**config.mk**
```make
export PLATFORM = sky130hd
export DESIGN_NAME = knn_front
export DESIGN_NICKNAME = d
export VERILOG_FILES = /design/src/hdl/k_nearest_neighbor_select_macros.svh /design/src/hdl/knn_pkg.sv /design/src/hdl/knn_front.sv
export SDC_FILE = /design/constraint.sdc
export NUM_CORES = 2
export LEC_CHECK = 0
export ABC_AREA = 1
export BUFFER_PORTS_ARGS = -buffer_cell sky130_fd_sc_hd__buf_4
export CORE_MARGIN = 5
export CORE_UTILIZATION = 55
export DETAILED_ROUTE_END_ITERATION = 10
export PLACE_DENSITY = 0.72
export SLEW_MARGIN = 30
export SYNTH_ARGS = -nofsm -noshare
export SYNTH_HDL_FRONTEND = slang
export SYNTH_SLANG_ARGS = --single-unit
```
**constraint.sdc**
```tcl
create_clock -name clk_i -period 14.5 [get_ports clk_i]
set_clock_uncertainty 0.05 [all_clocks]
set_input_delay 0 -clock clk_i [delete_from_list [all_inputs] [get_ports clk_i]]
set_output_delay 0 -clock clk_i [all_outputs]
set_load 0.005 [all_outputs]
```
**src/hdl/k_nearest_neighbor_select_macros.svh**
```systemverilog
// Assertion macros used by the k-nearest-neighbor select top level.
`ifndef K_NEAREST_NEIGHBOR_SELECT_MACROS_SVH
`define K_NEAREST_NEIGHBOR_SELECT_MACROS_SVH

// Same-cycle implication, disabled while reset is asserted.
`define KNN_ASSERT_NOW(lbl, clk, rst_n, ante, cons) \
  lbl: assert property (@(posedge clk) disable iff (!rst_n) (ante) |-> (cons)) \
    else $error("knn check failed");

// Next-cycle implication, disabled while reset is asserted.
`define KNN_ASSERT_NEXT(lbl, clk, rst_n, ante, cons) \
  lbl: assert property (@(posedge clk) disable iff (!rst_n) (ante) |=> (cons)) \
    else $error("knn check failed");

`endif

```
**src/hdl/knn_pkg.sv**
```systemverilog
// Shared types and constants for the k-nearest-neighbor select block.
`default_nettype none

package knn_pkg;

  // Width of the reported neighbor index.
  localparam int unsigned RESULT_INDEX_BITS = 16;

  // Candidate queue between distance front end and list back end.
  localparam int unsigned QUEUE_DEPTH = 4;
  localparam int unsigned QUEUE_CNT_BITS = $clog2(QUEUE_DEPTH + 1);

  // Pipeline registers in the distance front end.
  localparam int unsigned FRONT_STAGES = 2;

  // Width of the in-flight word count (queue plus front stages).
  localparam int unsigned OCC_BITS = $clog2(QUEUE_DEPTH + FRONT_STAGES + 1);

  // Control tag that travels with every candidate word.
  typedef struct packed {
    logic valid;
    logic skip;
    logic last;
  } ctrl_t;

  typedef enum logic [0:0] {
    BK_RUN,
    BK_EMIT
  } back_state_e;

endpackage

`default_nettype wire

```
**src/hdl/knn_front.sv**
```systemverilog
// Front end: index check and squared-distance pipeline for each candidate.
`default_nettype none

module knn_front #(
  parameter int unsigned INDEX_BITS = 16,
  parameter int unsigned COORD_BITS = 24,
  parameter int unsigned DIST_BITS  = 2 * COORD_BITS + 2
) (
  input  wire                          clk_i,
  input  wire                          rst_ni,
  input  wire                          in_valid_i,
  input  wire        [INDEX_BITS-1:0]  query_index_i,
  input  wire signed [COORD_BITS-1:0]  query_x_i,
  input  wire signed [COORD_BITS-1:0]  query_y_i,
  input  wire signed [COORD_BITS-1:0]  query_z_i,
  input  wire        [INDEX_BITS-1:0]  cand_index_i,
  input  wire signed [COORD_BITS-1:0]  cand_x_i,
  input  wire signed [COORD_BITS-1:0]  cand_y_i,
  input  wire signed [COORD_BITS-1:0]  cand_z_i,
  input  wire                          last_candidate_i,
  output knn_pkg::ctrl_t               push_o,
  output logic       [DIST_BITS-1:0]   dist_o,
  output logic       [INDEX_BITS-1:0]  index_o,
  output logic [knn_pkg::FRONT_STAGES-1:0] pipe_vld_o
);

  localparam int unsigned SQ_BITS = 2 * COORD_BITS;

  knn_pkg::ctrl_t s1_q, s2_q;
  logic [INDEX_BITS-1:0] s1_idx_q, s2_idx_q;
  logic [COORD_BITS-1:0] ax_q, ay_q, az_q;
  logic [COORD_BITS-1:0] ax_d, ay_d, az_d;
  logic [SQ_BITS-1:0]    sx_q, sy_q, sz_q;
  logic [COORD_BITS:0]   dx, dy, dz;
  logic [COORD_BITS:0]   ndx, ndy, ndz;

  // Subtract with one guard bit, then take the magnitude.
  assign dx  = {query_x_i[COORD_BITS-1], query_x_i} - {cand_x_i[COORD_BITS-1], cand_x_i};
  assign dy  = {query_y_i[COORD_BITS-1], query_y_i} - {cand_y_i[COORD_BITS-1], cand_y_i};
  assign dz  = {query_z_i[COORD_BITS-1], query_z_i} - {cand_z_i[COORD_BITS-1], cand_z_i};
  assign ndx = ~dx + (COORD_BITS + 1)'(1);
  assign ndy = ~dy + (COORD_BITS + 1)'(1);
  assign ndz = ~dz + (COORD_BITS + 1)'(1);
  assign ax_d = dx[COORD_BITS] ? ndx[COORD_BITS-1:0] : dx[COORD_BITS-1:0];
  assign ay_d = dy[COORD_BITS] ? ndy[COORD_BITS-1:0] : dy[COORD_BITS-1:0];
  assign az_d = dz[COORD_BITS] ? ndz[COORD_BITS-1:0] : dz[COORD_BITS-1:0];

  always_ff @(posedge clk_i or negedge rst_ni) begin
    if (!rst_ni) begin
      s1_q <= '0;
      s2_q <= '0;
    end else begin
      s1_q.valid <= in_valid_i;
      s1_q.skip  <= (cand_index_i == query_index_i);
      s1_q.last  <= last_candidate_i;
      s2_q       <= s1_q;
    end
  end

  always_ff @(posedge clk_i) begin
    ax_q     <= ax_d;
    ay_q     <= ay_d;
    az_q     <= az_d;
    s1_idx_q <= cand_index_i;
    sx_q     <= SQ_BITS'(ax_q) * SQ_BITS'(ax_q);
    sy_q     <= SQ_BITS'(ay_q) * SQ_BITS'(ay_q);
    sz_q     <= SQ_BITS'(az_q) * SQ_BITS'(az_q);
    s2_idx_q <= s1_idx_q;
  end

  // Magnitudes stay below 2^COORD_BITS, so the sum of squares cannot overflow.
  assign dist_o     = DIST_BITS'(sx_q) + DIST_BITS'(sy_q) + DIST_BITS'(sz_q);
  assign index_o    = s2_idx_q;
  assign push_o     = s2_q;
  assign pipe_vld_o = {s2_q.valid, s1_q.valid};

endmodule

`default_nettype wire

```
==> out/qor.yml <==
outcome: "finished clean"
grt_pass1_vias: 57700
min_to: "s1_idx_q[11]"
syn_inst: 8697
synth_flop_cell: "dfxtp_1"
ios: 251
first_pass_iters: 6
start_kind: "flip-flop"
path_buf_inv: 9
r2r_setup_slack_ns: 7.35
r2r_end: "sx_q[38]"
slew_viol_final: 0
crit_cells: 27
grt_usage: 0.279
n_fill_cell: 11100
wl_mm: 177
synth_edf_count: 0
io_buffer_count: 250
antenna_found_initial: 0
dp.cells: 10500
grt_pass1_wl_mm: 293
crit_fanout: 24
drtAntennaViolNets: 0
yosysSeqAreaShare: 0.0754
critPathSlowestCell: "dfxtp_1"
crit_required_ns: 14.92
clock_path_buffers: 3
crit_top_cell: "inv_1"
routed_via_density: 5.09
instances_no_fill: 10600
dr.first_iter.drc_count: 3553
min_from: "cand_index_i[11]"
fin_crit_sh: 0.493
dp_hpwl_mm: 150
syn_area_um2: 67100
yosysUniqueCellTypes: 48
dieArea_um2: 129000
cts.sinks: 251
worst_path_largest_cell_delay_ns: 0.98
cts_made_buffers: 34
std_cell_rows: 128
relSlewSlack: 0.327
n_antenna_cell: 0
worst_slew_pin_slew_ns: 1.01
pre_cts_ws_ns: 7.30
r2r_cells: 27
drt-wirelength-per-cell_um: 16.7
drive_gt1_frac: 0.0495
die_height_um: 359
postSynth.asyncResetShare: 0.0239
initial_core_util: 0.552
gr-total-overflow: 0
area_growth_pct: 8.50
period_needed_ns: 7.15
place_area_um2: 70800
worstPathArrival_ns: 7.56
ys_ff_latch: 251
design.core.area_um2: 121000
reg2reg_from: "ax_q[1]"
path_clk_slew_ns: 0.08
final_cell_area_um2: 72800
cap_violations: 0
root_buffer: "clkbuf_16"
place.gp.congestion: 0.946
ys_warn_count: 0
max_freq_mhz: 140
postSynthAreaPerCell_um2: 7.71
grt_max_degree: 27
crit_family: "adder cells"
fin_tns_setup_ns: 0
finalHoldViolations: 0
hold_depth: 2
fp.dieW_um: 359
fin_nets: 11100
cts-htree-levels: 2
clock_latency_ns: 0.60
rsz0062_at_grt: "no"
drcViolationCount: 0
min_path_type: "in -> reg"
critPathCaptureType: "flip-flop"
finalSetupViolations: 0
vias: 54000
fin_ws_ns: 7.35
crit_type: "reg -> reg"
cts_tree: "built"
logic make-up (layout without fill, tap and decap cells):
family | count (synthesis) | count (layout) | share of synthesized area
simple gates | 2829 | 2829 | 0.170
buf+inv | 2808 | 3096 | 0.158
fa+ha+maj | 1967 | 1967 | 0.515
compound gates | 577 | 577 | 0.0480
xor+xnor | 264 | 264 | 0.0345
flops | 251 | 251 | 0.0754
other cells | 1 | 3 | 0.0000559
cell type report:
class / count / area (um2) / share of cell area
Multi-Input combinational cell: 5640 / 51400 / 0.707
Inverter: 2651 / 9950 / 0.137
Clock inverter: 18 / 259 / 0.00356
Clock buffer: 43 / 947 / 0.0130
Timing Repair Buffer: 384 / 3070 / 0.0422
Tap cell: 1625 / 2030 / 0.0279
Sequential cell: 251 / 5070 / 0.0697
synth_stat cells (2+ instances only):
cell type	instances	area, um2
o21ai_0	146	731
a221oi_1	6	52.6
nand3b_1	21	158
o21a_1	8	60.1
a211oi_1	2	15.0
o21ai_2	2	17.5
o21ai_1	12	60.1
a21o_1	33	248
buf_4	7	52.6
a21oi_2	7	61.3
inv_1	2646	9930
a31oi_1	39	244
o2111ai_1	6	52.6
nor2_1	451	1690
xnor2_1	103	902
fa_1	1318	26400
nor4_1	19	119
nor3_1	39	195
o21bai_1	17	128
a21boi_0	6	45.0
and3_1	4	25.0
nand2_1	1960	7360
inv_2	3	11.3
nand2_2	25	156
xor2_1	161	1410
nor2_2	11	68.8
dfxtp_1	245	4900
nand3_2	6	60.1
nand3_1	233	1170
clkbuf_1	147	552
ha_1	649	8120
dfrtp_1	6	150
buf_6	2	22.5
nand4_1	46	288
o211ai_1	11	82.6
a21oi_1	279	1400
or2_2	10	62.6
what timing repair did:
| action | in CTS | in global routing |
|---|---|---|
| hold buffers | 74 | 0 |
| gates resized for setup | 0 | 0 |
| hold endpoints to repair | 63 | 0 |
| buffers inserted | 0 | 0 |
how the worst max path moves through the flow:
| stage | from | end | slack (ns) |
|---|---|---|---|
| after floorplan | az_q[14] | sz_q[38] | 8.21 |
| after global placement | az_q[8] | sz_q[45] | 7.31 |
| after detailed placement | ax_q[2] | sx_q[38] | 7.30 |
| after CTS | ax_q[2] | sx_q[38] | 7.27 |
| after global routing | ax_q[1] | sx_q[38] | 6.93 |
| final | ax_q[1] | sx_q[38] | 7.35 |
metrics by stage:
stage | hold slack [ns] | util
after global routing | 0.0224 | 0.599
after floorplan | -0.346 | -
final | 0.0299 | 0.599
after detailed placement | -0.235 | 0.583
after global placement | -0.239 | 0.583
after CTS | 0.000395 | 0.599
cell usage in the layout (no fill, tap or decap), types with 7 or more instances in the layout:
| cell | count |
|---|---|
| dlygate4sd3_1 | 74 |
| xnor2_1 | 103 |
| a21oi_2 | 7 |
| or2_2 | 10 |
| fa_1 | 1318 |
| nand2_1 | 1960 |
| o21ai_1 | 12 |
| nand4_1 | 46 |
| dfxtp_2 | 12 |
| o211ai_1 | 11 |
| ha_1 | 649 |
| nor4_1 | 19 |
| a31oi_1 | 39 |
| xor2_1 | 161 |
| inv_1 | 2646 |
| o21bai_1 | 17 |
| a21oi_1 | 279 |
| nand3b_1 | 21 |
| a21o_1 | 33 |
| o21ai_0 | 146 |
| nand2_2 | 25 |
| dfxtp_1 | 233 |
| nor2_1 | 451 |
| clkbuf_16 | 36 |
| nor3_1 | 39 |
| buf_4 | 310 |
| nor2_2 | 11 |
| o21a_1 | 8 |
| nand3_1 | 233 |
sequential cells by signal, indices dropped and copies added (netlist names):
signal / count
s1_q: 2
push_o: 2
az_q: 24
pipe_vld_o: 2
index_o: 16
sz_q: 47
ax_q: 24
ay_q: 24
sx_q: 47
sy_q: 47
s1_idx_q: 16
metal layers:
metal / GRT usage / vias up / part of all wire
li1: - / 25700 / -
met1: 0.386 / 26300 / 0.44
met2: 0.466 / 1631 / 0.47
met3: 0.0404 / 327 / 0.067
met4: 0.0725 / 0 / 0.028
met5: 0 / - / 0
Power is left out: the tool's default activity adds up to more than one toggle a clock period on the data nets, which glitch-free logic cannot reach.
