[config.mk]
export PLATFORM = sky130hd
export DESIGN_NAME = knn_list
export DESIGN_NICKNAME = d
export VERILOG_FILES = /design/src/hdl/k_nearest_neighbor_select_macros.svh /design/src/hdl/knn_pkg.sv /design/src/hdl/knn_list.sv
export SDC_FILE = /design/constraint.sdc
export NUM_CORES = 2
export LEC_CHECK = 0
export ABC_AREA = 1
export BUFFER_PORTS_ARGS = -buffer_cell sky130_fd_sc_hd__buf_2
export CORE_MARGIN = 4
export CORE_UTILIZATION = 55
export CTS_BUF_LIST = sky130_fd_sc_hd__clkbuf_4 sky130_fd_sc_hd__clkbuf_8 sky130_fd_sc_hd__clkbuf_16
export CTS_CLUSTER_DIAMETER = 40
export CTS_CLUSTER_SIZE = 28
export DETAILED_ROUTE_END_ITERATION = 12
export PLACE_DENSITY = 0.78
export SLEW_MARGIN = 20
export SYNTH_ARGS = -nofsm -noshare
export SYNTH_HDL_FRONTEND = slang
export SYNTH_SLANG_ARGS = --single-unit
[constraint.sdc]
create_clock -name clk_i -period 11 [get_ports clk_i]
set_input_delay 1.65 -clock clk_i [delete_from_list [all_inputs] [get_ports clk_i]]
set_output_delay 1.65 -clock clk_i [all_outputs]
set_load 0.1 [all_outputs]
[src/hdl/k_nearest_neighbor_select_macros.svh]
// Assertion macros used by the k-nearest-neighbor select top level.
`ifndef K_NEAREST_NEIGHBOR_SELECT_MACROS_SVH
`define K_NEAREST_NEIGHBOR_SELECT_MACROS_SVH

// Same-cycle implication, disabled while reset is asserted.
`define KNN_ASSERT_NOW(lbl, clk, rst_n, ante, cons) \
  lbl: assert property (@(posedge clk) disable iff (!rst_n) (ante) |-> (cons)) \
    else $error("knn check failed");

// Next-cycle implication, disabled while reset is asserted.
`define KNN_ASSERT_NEXT(lbl, clk, rst_n, ante, cons) \
  lbl: assert property (@(posedge clk) disable iff (!rst_n) (ante) |=> (cons)) \
    else $error("knn check failed");

`endif

[src/hdl/knn_pkg.sv]
// Shared types and constants for the k-nearest-neighbor select block.
`default_nettype none

package knn_pkg;

  // Width of the reported neighbor index.
  localparam int unsigned RESULT_INDEX_BITS = 16;

  // Candidate queue between distance front end and list back end.
  localparam int unsigned QUEUE_DEPTH = 4;
  localparam int unsigned QUEUE_CNT_BITS = $clog2(QUEUE_DEPTH + 1);

  // Pipeline registers in the distance front end.
  localparam int unsigned FRONT_STAGES = 2;

  // Width of the in-flight word count (queue plus front stages).
  localparam int unsigned OCC_BITS = $clog2(QUEUE_DEPTH + FRONT_STAGES + 1);

  // Control tag that travels with every candidate word.
  typedef struct packed {
    logic valid;
    logic skip;
    logic last;
  } ctrl_t;

  typedef enum logic [0:0] {
    BK_RUN,
    BK_EMIT
  } back_state_e;

endpackage

`default_nettype wire

[src/hdl/knn_list.sv]
// Back end: sorted insertion cells and the result emitter.
`default_nettype none

module knn_list #(
  parameter int unsigned NEIGHBOR_COUNT = 12,
  parameter int unsigned INDEX_BITS     = 16,
  parameter int unsigned DIST_BITS      = 50
) (
  input  wire                    clk_i,
  input  wire                    rst_ni,
  input  knn_pkg::ctrl_t         head_i,
  input  wire  [DIST_BITS-1:0]   head_dist_i,
  input  wire  [INDEX_BITS-1:0]  head_index_i,
  output logic                   pop_o,
  output logic                   result_valid_o,
  output logic [knn_pkg::RESULT_INDEX_BITS-1:0] neighbor_index_o,
  output logic                   found_o,
  output logic                   last_of_list_o
);

  localparam int unsigned CNT_BITS = (NEIGHBOR_COUNT > 1) ? $clog2(NEIGHBOR_COUNT) : 1;
  localparam int unsigned RIB      = knn_pkg::RESULT_INDEX_BITS;
  localparam int unsigned WIDE_BITS = (INDEX_BITS > RIB) ? INDEX_BITS : RIB;

  knn_pkg::back_state_e state_q, state_d;
  logic [CNT_BITS-1:0]   cnt_q, cnt_d;
  logic                  emit, do_ins, cnt_end;

  logic [DIST_BITS-1:0]  dist_q [NEIGHBOR_COUNT];
  logic [DIST_BITS-1:0]  dist_d [NEIGHBOR_COUNT];
  logic [INDEX_BITS-1:0] idx_q  [NEIGHBOR_COUNT];
  logic [INDEX_BITS-1:0] idx_d  [NEIGHBOR_COUNT];
  logic [NEIGHBOR_COUNT-1:0] vld_q, vld_d, ins;

  logic                  res_valid_q, res_found_q, res_last_q;
  logic [RIB-1:0]        res_idx_q;
  logic [WIDE_BITS-1:0]  head_wide;

  assign cnt_end = (cnt_q == CNT_BITS'(NEIGHBOR_COUNT - 1));

  // Next state.
  always_comb begin
    state_d = state_q;
    case (state_q)
      knn_pkg::BK_RUN: begin
        if (head_i.valid && head_i.last) begin
          state_d = knn_pkg::BK_EMIT;
        end
      end
      knn_pkg::BK_EMIT: begin
        if (cnt_end) begin
          state_d = knn_pkg::BK_RUN;
        end
      end
      default: state_d = knn_pkg::BK_RUN;
    endcase
  end

  // State outputs.
  always_comb begin
    pop_o = 1'b0;
    emit  = 1'b0;
    case (state_q)
      knn_pkg::BK_RUN:  pop_o = head_i.valid;
      knn_pkg::BK_EMIT: emit  = 1'b1;
      default: begin
        pop_o = 1'b0;
        emit  = 1'b0;
      end
    endcase
  end

  assign do_ins = pop_o && !head_i.skip;
  assign cnt_d  = emit ? (cnt_end ? '0 : cnt_q + CNT_BITS'(1)) : cnt_q;

  // A cell takes the new word if it is empty or holds a strictly larger distance;
  // ties keep the earlier word ahead.
  always_comb begin
    for (int k = 0; k < NEIGHBOR_COUNT; k++) begin
      ins[k] = !vld_q[k] || (dist_q[k] > head_dist_i);
    end
  end

  always_comb begin
    logic                  p_ins, p_vld;
    logic [DIST_BITS-1:0]  p_dist;
    logic [INDEX_BITS-1:0] p_idx;
    p_ins  = 1'b0;
    p_vld  = 1'b1;
    p_dist = head_dist_i;
    p_idx  = head_index_i;
    for (int k = 0; k < NEIGHBOR_COUNT; k++) begin
      dist_d[k] = dist_q[k];
      idx_d[k]  = idx_q[k];
      vld_d[k]  = vld_q[k];
      if (do_ins && ins[k]) begin
        // First inserting cell takes the new word, the rest shift down by one.
        dist_d[k] = p_ins ? p_dist : head_dist_i;
        idx_d[k]  = p_ins ? p_idx : head_index_i;
        vld_d[k]  = vld_q[k] | p_vld;
      end
      p_ins  = ins[k];
      p_vld  = vld_q[k];
      p_dist = dist_q[k];
      p_idx  = idx_q[k];
    end
    if (emit) begin
      // Advance the list toward cell 0; the tail empties.
      p_vld  = 1'b0;
      p_dist = '0;
      p_idx  = '0;
      for (int k = NEIGHBOR_COUNT - 1; k >= 0; k--) begin
        dist_d[k] = p_dist;
        idx_d[k]  = p_idx;
        vld_d[k]  = p_vld;
        p_vld     = vld_q[k];
        p_dist    = dist_q[k];
        p_idx     = idx_q[k];
      end
    end
  end

  assign head_wide = WIDE_BITS'(idx_q[0]);

  always_ff @(posedge clk_i or negedge rst_ni) begin
    if (!rst_ni) begin
      state_q     <= knn_pkg::BK_RUN;
      cnt_q       <= '0;
      vld_q       <= '0;
      res_valid_q <= 1'b0;
    end else begin
      state_q     <= state_d;
      cnt_q       <= cnt_d;
      vld_q       <= vld_d;
      res_valid_q <= emit;
    end
  end

  always_ff @(posedge clk_i) begin
    for (int k = 0; k < NEIGHBOR_COUNT; k++) begin
      dist_q[k] <= dist_d[k];
      idx_q[k]  <= idx_d[k];
    end
    res_found_q <= vld_q[0];
    res_idx_q   <= vld_q[0] ? head_wide[RIB-1:0] : '0;
    res_last_q  <= cnt_end;
  end

  assign result_valid_o   = res_valid_q;
  assign neighbor_index_o = res_idx_q;
  assign found_o          = res_found_q;
  assign last_of_list_o   = res_last_q;

endmodule

`default_nettype wire

==> impl_metrics.tcl <==
set metrics [dict create \
    synth.ff_latch_count 828 \
    p_per_area_mw_per_mm2 326.6 \
    fp-row-count 121 \
    rsz0062_at_grt "false" \
    startpoint "head_dist_i[49]" \
    area_delta_synth_final_pct 10.23 \
    drc 0 \
    clock_latency_ns 0.78 \
    hold_ws_ns 0.4546 \
    fmax_mhz 191.0 \
    seqCellArea_sq_mm 0.02395 \
    drt_iter0_markers 6858 \
    ff2ff_path_depth 13 \
    drt-total-wl_um 188200 \
    die_x_um 339.2 \
    postCtsSetupBuffers 0 \
    yosys-top-cells-area "edfxtp_1 36%, nand2_1 19%, ha_1 12%, nand3_1 12%, inv_1 6.3%" \
    grt_max_degree 210 \
    drtPass1Iterations 7 \
    status "finished, final reports clean" \
    synth_warnings 0 \
    start_kind "primary input" \
    dp_cells 9437 \
    synth-edff-count 726 \
    diodes 0 \
    io_pins 91 \
    grt_pass1_wl_um 295700 \
    skew_ns 0.04997 \
    nNetsFinal 8847 \
    crit_end "dist_q[0][7]" \
    fin_ws_ns 5.765 \
    synth.top_cell.area_share_pct 36.14 \
    netlist_instances 8326 \
    routedWlPerCell_um 19.37 \
    dieArea_sq_mm 0.1151 \
    synth_cell_types 35 \
    fin_crit_ns 5.235 \
    worstSetupPathType "in2reg" \
    synth_mux_area_share_pct 0 \
    cp_max_fo 67 \
    clockBufferDepth 3 \
    portBuffers 90 \
    placed_cell_area_sq_mm 0.06136 \
    hold_viol_final 0 \
    design.core.area_sq_mm 0.1089 \
    worst_pin_slew_ns 1.133 \
    end_kind "flop" \
    multiInputGateArea_sq_mm 0.03059 \
    gr-total-overflow 0 \
    synth_top_family_by_area "simple AND/OR/NAND/NOR gates" \
    r2r-end "dist_q[0][7]" \
    setup_viol 0 \
    synth_fa_ha_area_share_pct 12.46 \
    tritoncts "yes" \
    grt_usage_pct 31.79 \
    ctsResizeCount 0 \
    min_path_type "reg2reg" \
    drv_slew 0 \
    synth_xor_area_share_pct 0 \
    synth_ff_type "edfxtp_1" \
    finalCritPeriodShare_pct 47.59 \
    worstPathRequired_ns 11.36 \
    grt_pass1_vias 54240 \
    cts_buffers 150 \
    vias_per_cell 5.784 \
    final_area_sq_mm 0.06650 \
    seq_area_frac_synth_pct 39.67 \
    hold_buffers 0 \
    power_mw 21.72 \
    async_flop_share_pct 2.174 \
    holdPathStages 2 \
    clock-sinks 828 \
    root_buffer "clkbuf_16" \
    crit_arrival_ns 5.59 \
    max-slew-margin-rel_pct 24.49 \
    start_util_pct 55.42 \
    drive_gt1_share_pct 6.133 \
    dp_hpwl_um 119800 \
    synth_nets 8998 \
    die_height_um 339.2 \
    vias 56190 \
    syn_area_sq_mm 0.06033 \
    ant_nets 0 \
    utilization_pct 61.09 \
    htree_levels 4 \
    tns_ns 0 \
    synth_compound_gate_area_share_pct 3.717 \
    final_cells 9714 \
    fillerInstances 9465 \
    yosys.area.top_type "edfxtp_1" \
    reg2reg_from "dist_q[0][49]" \
    synthSimpleGateAreaFrac_pct 34.22 \
    syn_avg_cell_area_sq_um 7.246 \
    ir_worst_vdd_mv 0.2768 \
    path_clk_slew_ns 0.05 \
    dp_slack_ns 5.123 \
    leakage_nw 34.70 \
    gp_congestion 0.9080 \
    antenna_found_initial 0 \
    regToRegSetupSlack_ns 6.62 \
    drv_cap 0 \
]
cells by family (layout without fill, tap and decap cells):
| group | Yosys count | in the layout |
|---|---|---|
| buf+inv | 1514 | 1488 |
| fa+ha+maj | 601 | 601 |
| compound gates | 424 | 424 |
| flops | 828 | 828 |
| simple gates | 4959 | 4959 |
placed cells by master (no fill, tap or decap), types with 2 or more instances in the layout:
cell        netlist  layout
inv_8             0       2
ha_1            601     601
a21o_1           24      24
nand4_1          35      35
nand2_1        3072    3041
a21oi_1         233     233
o21ai_0         143     143
and3_1            4       4
clkbuf_4          0      23
dfrtp_1          18       6
nor3b_1           3       3
nor3_1           24      23
nand3_1        1470    1470
and2_1            3       3
clkbuf_16         0     157
nand2_4           0       8
edfxtp_1        726     726
inv_1          1015    1015
clkinv_4          0       8
clkinvlp_4        0      10
clkinv_8          0       4
o21bai_1          8       8
clkinv_1          0      12
clkinv_2          0      30
dfrtp_2           0      11
buf_2            84      90
buf_12            0       2
o21a_1           13      13
buf_4            31     103
bufinv_16         0      14
clkbuf_8          0       3
nand2_2           3      22
inv_6             0      15
nor2_1          331     331
nor4_1            8       8
dfxtp_1          84      84
nand2_8           0       4
power by group:
| part | internal (mW) | switching (mW) | total (mW) |
|---|---|---|---|
| Sequential | 5.88 | 1.31 | 7.19 |
| Clock | 3.02 | 1.71 | 4.73 |
| Combinational | 2.89 | 6.92 | 9.81 |
Yosys cell counts (4+ instances only):
cell      instances
nor2_1          331
clkbuf_1        347
dfrtp_1          18
a21o_1           24
o21bai_1          8
buf_4            31
nor4_1            8
a21oi_1         233
buf_1            25
nand4_1          35
o21ai_0         143
buf_2            84
nand3_1        1470
o21a_1           13
buf_6            11
and3_1            4
ha_1            601
dfxtp_1          84
nand2_1        3072
inv_1          1015
nor3_1           24
edfxtp_1        726
how the worst min path moves through the flow:
stage	start	to
floorplan	state_q	result_valid_o
global placement	idx_q[0][6]	neighbor_index_o[6]
detailed placement	idx_q[0][6]	neighbor_index_o[6]
CTS	idx_q[0][6]	neighbor_index_o[6]
global route	idx_q[0][6]	neighbor_index_o[6]
finish	idx_q[0][6]	neighbor_index_o[6]
worst max-delay path, cell delays in order:
cell and delay (ns):
buf_2 0.11, inv_1 0.04, buf_4 0.22, ha_1 0.36, nand4_1 0.39, nor2_1 0.32, nand3_1 0.13, nor2_1 0.13
nand2_1 0.06, nand3_1 0.10, nand2_2 0.06, nand2_2 0.05, buf_4 0.70, nand2_1 0.21, nand2_4 0.22, buf_4 0.72
routing by layer:
metal	share of wire (%)	up-vias	wire length, um	track usage, %
met5	0	-	0	0
met4	4.6	0	8662	14.58
met3	11	516	21410	6.352
met2	44	3329	82860	49.72
met1	40	25580	75280	42.76
li1	-	26760	-	-
final cells by class:
cell class / instances / area share [%]
Multi-Input combinational cell: 5984 / 45.99
Clock buffer: 183 / 6.230
Timing Repair Buffer: 195 / 1.900
Tap cell: 1414 / 2.660
Sequential cell: 828 / 36.02
Inverter: 1016 / 5.746
Clock inverter: 94 / 1.456
state kept, by name, indices dropped and copies added (netlist names):
| signal | count |
|---|---|
| last_of_list_o | 1 |
| vld_q | 12 |
| dist_q | 600 |
| neighbor_index_o | 16 |
| found_o | 1 |
| state_q | 1 |
| cnt_q | 4 |
| idx_q | 192 |
| result_valid_o | 1 |
Power figures use the tool's default switching activity.
