## src/hdl/k_nearest_neighbor_select_macros.svh

```systemverilog
// Assertion macros used by the k-nearest-neighbor select top level.
`ifndef K_NEAREST_NEIGHBOR_SELECT_MACROS_SVH
`define K_NEAREST_NEIGHBOR_SELECT_MACROS_SVH

// Same-cycle implication, disabled while reset is asserted.
`define KNN_ASSERT_NOW(lbl, clk, rst_n, ante, cons) \
  lbl: assert property (@(posedge clk) disable iff (!rst_n) (ante) |-> (cons)) \
    else $error("knn check failed");

// Next-cycle implication, disabled while reset is asserted.
`define KNN_ASSERT_NEXT(lbl, clk, rst_n, ante, cons) \
  lbl: assert property (@(posedge clk) disable iff (!rst_n) (ante) |=> (cons)) \
    else $error("knn check failed");

`endif

```

## src/hdl/knn_pkg.sv

```systemverilog
// Shared types and constants for the k-nearest-neighbor select block.
`default_nettype none

package knn_pkg;

  // Width of the reported neighbor index.
  localparam int unsigned RESULT_INDEX_BITS = 16;

  // Candidate queue between distance front end and list back end.
  localparam int unsigned QUEUE_DEPTH = 4;
  localparam int unsigned QUEUE_CNT_BITS = $clog2(QUEUE_DEPTH + 1);

  // Pipeline registers in the distance front end.
  localparam int unsigned FRONT_STAGES = 2;

  // Width of the in-flight word count (queue plus front stages).
  localparam int unsigned OCC_BITS = $clog2(QUEUE_DEPTH + FRONT_STAGES + 1);

  // Control tag that travels with every candidate word.
  typedef struct packed {
    logic valid;
    logic skip;
    logic last;
  } ctrl_t;

  typedef enum logic [0:0] {
    BK_RUN,
    BK_EMIT
  } back_state_e;

endpackage

`default_nettype wire

```

## src/hdl/knn_queue.sv

```systemverilog
// Short queue of candidate words between front end and list back end.
`default_nettype none

module knn_queue #(
  parameter int unsigned DATA_BITS = 68,
  parameter int unsigned DEPTH     = 4
) (
  input  wire                    clk_i,
  input  wire                    rst_ni,
  input  knn_pkg::ctrl_t         push_i,
  input  wire  [DATA_BITS-1:0]   push_data_i,
  input  wire                    pop_i,
  output knn_pkg::ctrl_t         head_o,
  output logic [DATA_BITS-1:0]   head_data_o,
  output logic [knn_pkg::QUEUE_CNT_BITS-1:0] count_o
);

  localparam int unsigned PTR_BITS = (DEPTH > 1) ? $clog2(DEPTH) : 1;

  logic [DATA_BITS-1:0] data_q [DEPTH];
  logic [DEPTH-1:0]     skip_q, last_q;
  logic [PTR_BITS-1:0]  wptr_q, wptr_d, rptr_q, rptr_d;
  logic [knn_pkg::QUEUE_CNT_BITS-1:0] count_q, count_d;
  logic                 do_pop;

  assign do_pop = pop_i && (count_q != '0);

  always_comb begin
    wptr_d  = wptr_q;
    rptr_d  = rptr_q;
    count_d = count_q;
    if (push_i.valid) begin
      wptr_d = (wptr_q == PTR_BITS'(DEPTH - 1)) ? '0 : wptr_q + PTR_BITS'(1);
    end
    if (do_pop) begin
      rptr_d = (rptr_q == PTR_BITS'(DEPTH - 1)) ? '0 : rptr_q + PTR_BITS'(1);
    end
    if (push_i.valid && !do_pop) begin
      count_d = count_q + knn_pkg::QUEUE_CNT_BITS'(1);
    end else if (!push_i.valid && do_pop) begin
      count_d = count_q - knn_pkg::QUEUE_CNT_BITS'(1);
    end
  end

  always_ff @(posedge clk_i or negedge rst_ni) begin
    if (!rst_ni) begin
      wptr_q  <= '0;
      rptr_q  <= '0;
      count_q <= '0;
    end else begin
      wptr_q  <= wptr_d;
      rptr_q  <= rptr_d;
      count_q <= count_d;
    end
  end

  always_ff @(posedge clk_i) begin
    if (push_i.valid) begin
      data_q[wptr_q] <= push_data_i;
      skip_q[wptr_q] <= push_i.skip;
      last_q[wptr_q] <= push_i.last;
    end
  end

  assign head_o.valid = (count_q != '0);
  assign head_o.skip  = skip_q[rptr_q];
  assign head_o.last  = last_q[rptr_q];
  assign head_data_o  = data_q[rptr_q];
  assign count_o      = count_q;

endmodule

`default_nettype wire

```

## config.mk

```make
export PLATFORM = sky130hd
export DESIGN_NAME = knn_queue
export DESIGN_NICKNAME = d
export VERILOG_FILES = /design/src/hdl/k_nearest_neighbor_select_macros.svh /design/src/hdl/knn_pkg.sv /design/src/hdl/knn_queue.sv
export SDC_FILE = /design/constraint.sdc
export NUM_CORES = 1
export LEC_CHECK = 0
export BUFFER_PORTS_ARGS = -buffer_cell sky130_fd_sc_hd__buf_2
export CORE_MARGIN = 2
export CORE_UTILIZATION = 45
export CTS_BUF_LIST = sky130_fd_sc_hd__clkbuf_8
export CTS_CLUSTER_DIAMETER = 120
export CTS_CLUSTER_SIZE = 40
export DETAILED_ROUTE_END_ITERATION = 7
export PLACE_DENSITY = 0.74
export SETUP_SLACK_MARGIN = 0.05
export SYNTH_ARGS = -nofsm -noshare
export SYNTH_HDL_FRONTEND = slang
export SYNTH_SLANG_ARGS = --single-unit
```

## constraint.sdc

```tcl
create_clock -name clk_i -period 2.82 [get_ports clk_i]
set_input_delay 0.141 -clock clk_i [delete_from_list [all_inputs] [get_ports clk_i]]
set_output_delay 0.141 -clock clk_i [all_outputs]
set_load 0.05 [all_outputs]
```

==> results of run 1 <==
==> routing by layer <==
layer  GRT usage  wire, um  vias up
li1            -         -     2148
met1       0.198      7850     2509
met2       0.270      9850      143
met3      0.0267       969       18
met4      0.0307       245        0
met5           0         0        -
==> Yosys cell counts (all sizes together) <==
cell type / instances
or3: 1
mux4: 70
o21ai: 2
xnor2: 1
ha: 6
nand3: 1
clkbuf: 1
fa: 1
nor2: 2
xor2: 2
edfxtp: 280
mux2: 3
inv: 4
nand2: 2
dfrtp: 7
and2: 4
buf: 15
==> how the worst min path moves through the flow <==
| stage | startpoint | endpoint |
|---|---|---|
| floorplan | rst_ni | count_o[0] |
| global placement | rst_ni | count_o[0] |
| detailed placement | rst_ni | count_o[0] |
| CTS | push_data_i[5] | data_q[1][5] |
| global route | push_data_i[0] | data_q[2][0] |
| finish | push_data_i[55] | data_q[1][55] |
==> sequential cells by signal, indices dropped and copies added (netlist names) <==
signal and count:
rptr_q 2, last_q 4, data_q 272, wptr_q 2
skip_q 4, count_o 3
==> area by class of cell <==
cell class	count	area (um2)	share of cell area
clock buffer	11	151	0.0120
clock inverter	4	41.3	0.00327
inverter	4	15.0	0.00119
multi-input combinational	95	1820	0.144
sequential	287	8590	0.680
tap	319	399	0.0316
timing repair buffer	229	1620	0.129
==> repair_timing <==
| action | in CTS | in global routing |
|---|---|---|
| setup buffers | 0 | 1 |
| hold endpoints to repair | 291 | 0 |
| endpoints found under the setup margin | 0 | 30 |
| hold buffers | 74 | 0 |
==> critical path, stage by stage (launching register included) <==
cell     delay (ps)
dfrtp_4        1180
mux4_2          440
buf_2           230
==> report_power, final <==
group / leakage [uW] / total (uW) / switching, uW / internal, uW
clock: 0.000106 / 1530 / 1140 / 387
combinational: 0.00153 / 5510 / 3690 / 1820
sequential: 0.00265 / 5920 / 460 / 5460
total: 0.00428 / 13000 / 5290 / 7660
==> placed cells by master, fill, tap and decap left out <==
cell           synthesis  routed
clkbuf_8               0      11
nand3_1                1       1
buf_12                 7       7
inv_1                  4       7
buf_4                  0       1
mux4_1                 2       2
edfxtp_1             280     280
buf_2                  7     147
fa_1                   1       1
dfrtp_4                0       2
nor2_1                 2       2
ha_1                   6       6
and2_4                 0       4
dfrtp_1                7       5
o21ai_0                2       2
xor2_1                 2       2
nand2_1                2       2
xnor2_1                1       1
clkinv_16              0       1
mux2_2                 3       3
or3_4                  1       1
mux4_2                68      68
dlygate4sd3_1          0      74
==> metrics by stage <==
step | total power, uW | std cells | hold slack, ps
after floorplan | 10400 | 402 | -155
final | 13000 | 949 | 316
after global routing | 13600 | 949 | 285
after detailed placement | 11500 | 859 | -16.4
after global placement | 11400 | 859 | -18.6
after CTS | 13100 | 948 | 282
==> cell families (layout without fill, tap and decap cells) <==
family,after synthesis,count (layout)
AO/OA/AOI/OAI,2,2
XOR/XNOR,3,3
adder cells (fa/ha/maj),7,7
buffers and inverters,20,248
flip-flops,287,287
multiplexers,73,73
AND/OR/NAND/NOR,10,10
==> metrics, run 1 <==
result of the run=complete, no violations; TritonCTS Buffers=11; CTS tree=yes; total negative setup slack=0 ps; core box area=between 0.02 and 0.025 mm2; skew final=just under 90 ps; Synth area leaders=edfxtp_1 79%, mux4_2 14%, dfrtp_1 1.7%; initial antenna violation count=0; Critical path origin=rptr_q[1]; Die H=about 160 um; FP Rows=56; H-tree levels=1; GRT Residual Overflow=0; Synth Area in Compound Gates=0.000945; die area=0.0248 mm2; drt total wl=between 15,000 and 20,000 um; Max-Cap Viols=0; Area after DPL=around 0.012 mm2; power per cell area=between 1000 and 1500 mW/mm2; post-synthesis mux area share=0.153; CTS root buf=clkbuf_8; Critical Path End=head_data_o[21]; Crit path arrival time=around 2500 ps; Worst-path clk slew=roughly 220 ps; largest net degree at the start of global routing=73; post-layout util=0.543; gr usage total=0.152; Clock Sinks=approximately 290; DP HPWL=11,200 um; Post-Synth Adder-Cell Area=0.00898; RSZ-0062 raised after global routing=false; Synth warnings=0; top-area cell type share of the netlist area=0.794; Synth Register Bits=between 200 and 300; syn_nets=between 400 and 500; Peak supply drop=approximately 0.82 mV; startpoint types=flop; Post-Place Worst Slack=around 620 ps; synthesized area=0.0106 mm2; IO Pins=148; vias=4,818; Tmin final=~2600 ps; cts repair resizes=0; main combinational cell family by area after synthesis=multiplexers; Leak=0.00428 uW; post-synthesis simple-gate area fraction=0.00531; Worst R2R Setup Slack=approximately 530 ps; Worst setup EP type=output port; reg-to-reg critical path endpoint=count_o[2]; WS Path Type=reg2out; nets@finish=about 700; Least-Margin Pin Slew=roughly 1100 ps; Initial Util=0.455; first-pass GRT wire length=about 29,000 um; clock buffer depth=3; worst hold path class=in2reg; initial drt markers=around 260; vias in the first global route=approximately 5.3k; Seq/Total Area, Yosys=0.810; Final Setup Violations=0; Yosys cell types=20; 1st-pass router iterations=4; hold path depth=2; fraction of synthesized cell area in xor and xnor cells=0.00248; post-route ant nets=0; critical-path maximum fanout=between 70 and 80; Max-slew headroom=0.284; area leader, netlist=edfxtp_1; Skew-Pair Late Insertion Delay=550 ps; mean post-synth cell area=about 26 um2; synthesized netlist cell count=402; Crit path required time=between 2000 and 3000 ps; routability cong.=0.703; worst r2r src=count_o[0]; Final Max Slew Viols=0; Residual DRC=0; layout cells sized above 1=0.389; fmax=between 300 and 400 MHz; ratio of final minimum period to clock period=0.922; vias per inst=5.08; fin worst setup slack=221 ps; Die W=roughly 160 um; endpoints failing hold=0; r2r worst-path depth=8; # fillers=roughly 1.8k; PortBufs=between 100 and 150; cell area after layout=roughly 0.013 mm2; wire per inst=around 20 um; n_diodes=0; area delta synth->final=19.3%
(Power assumes the default switching activity.)
==> run 2: changes to the inputs <==
Settings changed: PLACE_DENSITY 0.74 to 0.65.
==> metrics, run 2 (synthesis results as in run 1) <==
result of the run=complete, no violations; Final Setup Violations=0; hold path depth=3; area delta synth->final=19.5%; power per cell area=~1000 mW/mm2; Post-Place Worst Slack=roughly 600 ps; IO Pins=148; wire per inst=about 20 um; Crit path required time=between 2000 and 3000 ps; largest net degree at the start of global routing=42; Least-Margin Pin Slew=around 540 ps; RSZ-0062 raised after global routing=false; nets@finish=714; core box area=0.0233 mm2; TritonCTS Buffers=11; Crit path max-delay family=flip-flops; vias=4,827; worst hold path class=in2reg; most frequent cells in the layout=280 x edfxtp_1, 147 x buf_2, 73 x dlygate4sd3_1; die area=0.0248 mm2; cell area after layout=0.0127 mm2; H-tree levels=1; Residual DRC=0; DP HPWL=about 11,000 um; WS Path Type=reg2out; 1st-pass router iterations=4; vias per inst=approximately 5.1; r2r worst-path depth=8; critical-path maximum fanout=26; Tmin final=2520 ps; ratio of final minimum period to clock period=0.892; reg-to-reg critical path endpoint=count_o[2]; CP max stage delay=between 700 and 800 ps; Peak supply drop=approximately 0.66 mV; Clock Sinks=~290; Die W=~160 um; HP Start=pop_i; commonest non-fill, non-tap cell in the layout=edfxtp_1; fmax=a little under 400 MHz; post-route ant nets=0; layout cells sized above 1=0.396; PortBufs=roughly 150; post-layout util=0.544; endpoints failing hold=0; clock buffer depth=3; Worst R2R Setup Slack=approximately 600 ps; Skew-Pair Late Insertion Delay=approximately 540 ps; Leak=0.00430 uW; Worst setup EP type=output port; Biggest register=data_q; worst r2r src=count_o[0]; skew final=68.2 ps; first-pass GRT wire length=28,700 um; initial antenna violation count=0; CTS tree=yes; gr usage total=0.153; fin worst setup slack=slightly above 300 ps; FP Rows=56; CP max-delay cell=dfrtp_4; Die H=between 150 and 200 um; total negative setup slack=0 ps; Area after DPL=0.0117 mm2; Top Registers=data_q: 272 flops, last_q: 4 flops, skip_q: 4 flops; startpoint types=flop; vias in the first global route=~5.2k; initial drt markers=roughly 260; max reg flops=around 270; Max-Cap Viols=0; Final Max Slew Viols=0; routability cong.=between 0.6 and 0.7; Initial Util=0.455; CP Cell Sequence=buf_4, mux4_2, buf_2; Worst-path clk slew=about 120 ps; drt total wl=about 19,000 um; # fillers=between 1.5k and 2k; cts repair resizes=0; Worst Path Buf+Inv=2; Max-slew headroom=0.641; GRT Residual Overflow=0; CTS root buf=clkbuf_8; Crit path arrival time=2370 ps; n_diodes=0; Overall Power=about 13,000 uW; Worst Hold Endpoint=rptr_q[1]
==> run 2: cell count changes in the layout (fill, tap and decap cells not counted), sizes merged <==
cell,before,now
inv,7,6
dlygate4sd3,74,73
buf,155,161
==> run 2: tightest hold or removal path: stages <==
cell and delay [ps]:
buf_2 100, nand2_1 110, mux2_2 180
==> run 2: area by class of cell <==
cell class / count / area, um2 / area share
flip-flops and latches: 287 / 8590 / 0.679
multi-input cells: 95 / 1820 / 0.143
repair buffers: 234 / 1650 / 0.130
well taps: 319 / 399 / 0.0315
clock buffers: 11 / 151 / 0.0120
clock inverters: 3 / 37.5 / 0.00297
inverters: 4 / 15.0 / 0.00119
==> run 2: worst max-delay path by stage <==
stage	from	to	slack (ps)	depth (start not counted)
floorplan	wptr_q[0]	data_q[0][0]	120	3
finish	rptr_q[0]	head_data_o[3]	300	3
CTS	rptr_q[0]	head_data_o[6]	180	3
global placement	rptr_q[0]	head_data_o[3]	750	3
global route	rptr_q[0]	head_data_o[3]	110	3
detailed placement	count_o[0]	count_o[2]	600	8
==> run 2: timing repair <==
| action | 4_1_cts | 5_1_grt |
|---|---|---|
| buffers inserted | 0 | 0 |
| hold endpoints to repair | 289 | 0 |
| hold buffers | 73 | 0 |
==> run 2: metrics by stage <==
step | std cells | hold slack (ps)
after global placement | 866 | -16.9
final | 953 | 82.0
after detailed placement | 866 | -10.5
after floorplan | 402 | -155
after CTS | 953 | 40.7
after global routing | 953 | 88.8
==> run 2: layer usage <==
layer	GRT usage	wire, um	vias up
li1	-	-	2157
met1	0.206	8030	2533
met2	0.269	9550	123
met3	0.0220	791	14
met4	0.0286	267	0
met5	0	0	-
==> run 2: where the power goes <==
group / internal [uW] / switching, uW
registers: 5460 / 354
logic: 1810 / 3790
clock network: 385 / 1120
total: 7650 / 5260
